### src/hdl/tbo_pkg.sv
`timescale 1ns / 1ps
`default_nettype none
// ----------------------------------------------------------------------------
// tbo_pkg
// Types, widths and register codes shared by the triangle/box overlap test.
// ----------------------------------------------------------------------------
package tbo_pkg;

  // Coordinates are signed Q12.12; the arithmetic is exact integer arithmetic.
  localparam int COORD_WIDTH = 24;
  localparam int INDEX_WIDTH = 16;

  localparam int HW  = COORD_WIDTH - 1;   // box half size
  localparam int VW  = COORD_WIDTH + 1;   // shifted vertex
  localparam int EW  = COORD_WIDTH + 2;   // edge
  localparam int PW  = EW + VW + 1;       // edge axis projection
  localparam int RW  = HW + EW + 1;       // edge axis radius
  localparam int NW  = 2 * EW + 1;        // normal component
  localparam int NLO = EW;                // low slice of a normal component
  localparam int NHI = NW - NLO;          // high slice of a normal component
  localparam int DW  = NW + VW + 4;       // normal projection and radius
  localparam int CFG_IDX_W = 3;

  typedef enum logic [CFG_IDX_W-1:0] {
    REG_HALF_X   = 3'd0,
    REG_HALF_Y   = 3'd1,
    REG_HALF_Z   = 3'd2,
    REG_OFFSET_X = 3'd3,
    REG_OFFSET_Y = 3'd4,
    REG_OFFSET_Z = 3'd5
  } cfg_reg_t;

  typedef struct packed {
    logic signed [COORD_WIDTH-1:0] vert_a_x;
    logic signed [COORD_WIDTH-1:0] vert_a_y;
    logic signed [COORD_WIDTH-1:0] vert_a_z;
    logic signed [COORD_WIDTH-1:0] vert_b_x;
    logic signed [COORD_WIDTH-1:0] vert_b_y;
    logic signed [COORD_WIDTH-1:0] vert_b_z;
    logic signed [COORD_WIDTH-1:0] vert_c_x;
    logic signed [COORD_WIDTH-1:0] vert_c_y;
    logic signed [COORD_WIDTH-1:0] vert_c_z;
    logic        [INDEX_WIDTH-1:0] face_index;
  } cmd_t;

  typedef struct packed {
    logic [INDEX_WIDTH-1:0] face_id;
    logic                   hit;
  } result_t;

  // Travels down the tag chain alongside the arithmetic.
  typedef struct packed {
    logic                   valid;
    logic [INDEX_WIDTH-1:0] id;
    logic                   sep;
  } tag_t;

endpackage
`default_nettype wire

### src/hdl/tbo_tag_cell.sv
`timescale 1ns / 1ps
`default_nettype none
// ----------------------------------------------------------------------------
// tbo_tag_cell
// One stage of the tag chain: pass the tag on and fold in a separation flag.
// ----------------------------------------------------------------------------
module tbo_tag_cell
  import tbo_pkg::*;
(
  input  wire  logic clk,
  input  wire  logic rst,
  input  wire  tag_t tag_in,
  input  wire  logic sep_in,
  output tag_t       tag_out
);

  always_ff @(posedge clk) begin
    if (rst) begin
      tag_out.valid <= 1'b0;
    end else begin
      tag_out.valid <= tag_in.valid;
    end
    tag_out.id  <= tag_in.id;
    tag_out.sep <= tag_in.sep | sep_in;
  end

endmodule
`default_nettype wire

### config.mk
export PLATFORM = sky130hd
export DESIGN_NAME = tbo_tag_cell
export DESIGN_NICKNAME = d
export VERILOG_FILES = /design/src/hdl/tbo_pkg.sv /design/src/hdl/tbo_tag_cell.sv
export SDC_FILE = /design/constraint.sdc
export NUM_CORES = 1
export LEC_CHECK = 0
export BUFFER_PORTS_ARGS = -buffer_cell sky130_fd_sc_hd__buf_4
export CAP_MARGIN = 20
export CORE_MARGIN = 2
export CORE_UTILIZATION = 28
export DETAILED_ROUTE_END_ITERATION = 8
export GPL_TIMING_DRIVEN = 0
export PLACE_DENSITY_LB_ADDON = 0.1
export SLEW_MARGIN = 15
export SYNTH_ARGS = -nofsm -noshare
export SYNTH_HDL_FRONTEND = slang
export SYNTH_SLANG_ARGS = --single-unit
### constraint.sdc
create_clock -name clk -period 0.8 [get_ports clk]
set_input_delay 0.12 -clock clk [delete_from_list [all_inputs] [get_ports clk]]
set_output_delay 0.12 -clock clk [all_outputs]
set_load 0.05 [all_outputs]
==> out/metrics.cfg <==
[sta]
hold_viol=0
slew_viol_final=0
setup_viol=19
max_slew_margin_pct=92.8
period_minus_slack_ns=0.890
worst-slew-pin-transition_ns=0.108
fin_setup_tns_ns=-1.48
post-route-period-util_pct=111
finalWorstSetupSlack_ns=-0.0895
rsz0062_at_grt=yes
fmax_mhz=1120

[worst_setup_path]
critPathRequiredTime_ns=0.68
end_kind=output pin
crit_type=reg -> out
cp.depth=1
cpMaxStageDelayCell=dfxtp_2
start_kind=flop
crit_chain=buf_8
max_stage_delay_ns=0.35
crit_family=flip-flops
cp_data_arrival_time_ns=0.77
crit_start=tag_out[8]$_DFF_P_
path_max_fanout=1
cp_num_buf_inv=1

[place]
place_congestion=0.580
place_inst=73
placed_cell_area_um2=677
io_buffers=38

[route]
drc=0
vias=380
vias_per_cell=3.96
drt.antenna.violating_nets=0
wl_um=990
routedWlPerCell_um=10.3
drt_iter0_drc=2
first_pass_iters=2

[floorplan]
die_h_um=40.5
row_count=13
core_um2=1270
pin_count=39
die-area_um2=1640
die_x_um=40.5
start_util_pct=29.4

[final_layout]
largest_register_ffs=18
top_regs=tag_out (18)
fin_area_um2=1040
final_cell_count_no_fill=96
n_antenna_cell=0
drive_gt1_share_pct=74.1
largest-register=tag_out
final_nets=103
syn_to_final_growth_pct=180
fill_cells=76

[pwr]
power_uw=1960
p_leak_uw=0.000488
p_per_area_nw_per_um2=1880
peakVddDrop_v=0.00123

[grt]
grt_pass1_wl_mm=1.36
track_usage_pct=13.8
grt_start_max_net_pins=11
grt_pass1_vias=331
overflow=0
antenna_found_initial=0

[min_path]
hold_path.startpoint=tag_in[17]
hold_depth=2
min_path_type=in -> reg
holdPathEnd=tag_out[17]$_SDFF_PP0_

[cts]
cts_buffer_depth=2
cts_num_sinks=18
cts_made_buffers=3
postCtsSetupBuffers=0
cts-root-buf=clkbuf_4
clkSlewWorstSetupHoldPaths_ns=0.10
cts-htree-levels=1
cts_tree=done

[yosys]
yosys.cell_count.top_type=dfxtp_1
seq_area_frac_synth_pct=96.6
syn_nets=41
yosys_most_used_dff=dfxtp_1
synth_seq_cells=18
synth_top_cell_by_area=dfxtp_1
synth_top_area_share_pct=96.6
synthCells=20
synth.avg_cell_area_um2=18.6
synth_common_cells=dfxtp_1, nor2b_1, or2_1
async_flop_share_pct=0
synth-edff-count=0
synth_area_leaders=dfxtp_1, nor2b_1, or2_1
yosysUniqueCellTypes=3
synth_area_um2=373
ys_warn_count=0

[outcome]
violations=setup timing
status=finished, violations left

[flow_run]
cap_violations=0

==> layer usage <==
metal | GRT usage [%] | vias to the layer above | wire, µm
met5 | 0 | - | 0
met4 | 7.50 | 0 | 0
met3 | 6.67 | 0 | 44
met2 | 24.6 | 19 | 624
met1 | 12.6 | 179 | 322
li1 | - | 182 | -
==> how the worst max path moves through the flow <==
| stage | end |
|---|---|
| 2_1_floorplan | tag_out[0] |
| 3_3_place_gp | tag_out[15] |
| 3_5_place_dp | tag_out[14] |
| 4_1_cts | tag_out[8] |
| 5_1_grt | tag_out[17] |
| 6_report | tag_out[8] |
==> cell usage in the layout (no fill, tap or decap) <==
master	instances
buf_4	20
dlygate4sd3_1	18
dfxtp_2	18
buf_8	13
buf_6	5
clkbuf_4	3
or2_1	1
nor2b_1	1
clkbuf_8	1
dlymetal6s4s_1	1
==> metrics by stage <==
stage / utilization, % / hold WS, ns / setup WS [ns]
floorplan: - / 0.148 / 0.0927
global placement: 53.4 / 0.225 / 0.205
detailed placement: 53.4 / 0.226 / 0.182
CTS: 79.2 / 0.0301 / -0.111
global route: 82.3 / 0.0414 / -0.144
finish: 82.3 / 0.0477 / -0.0895
==> kinds of logic after synthesis <==
logic type / Yosys count / synth area share (%)
DFF: 18 / 96.6
and+or+nand+nor: 2 / 3.36
==> what timing repair did <==
action | 4_1_cts | 5_1_grt
gates resized for setup | 39 | 11
endpoints found under the hold margin | 18 | 0
hold buffers | 19 | 0
endpoints found under the setup margin | 18 | 19
==> layout make-up <==
cell class              count  area, µm²  area share, %
repair buffers             57        594           56.9
flip-flops and latches     18        383           36.6
clock buffers               4       36.3           3.47
well taps                  15       18.8           1.80
multi-input cells           2       12.5           1.20
==> power breakdown <==
part / total (µW) / internal (µW) / switching, µW
Sequential: 981 / 954 / 27.5
Combinational: 454 / 240 / 214
Clock: 528 / 277 / 251
No activity file was read; power rests on OpenSTA's default activity.
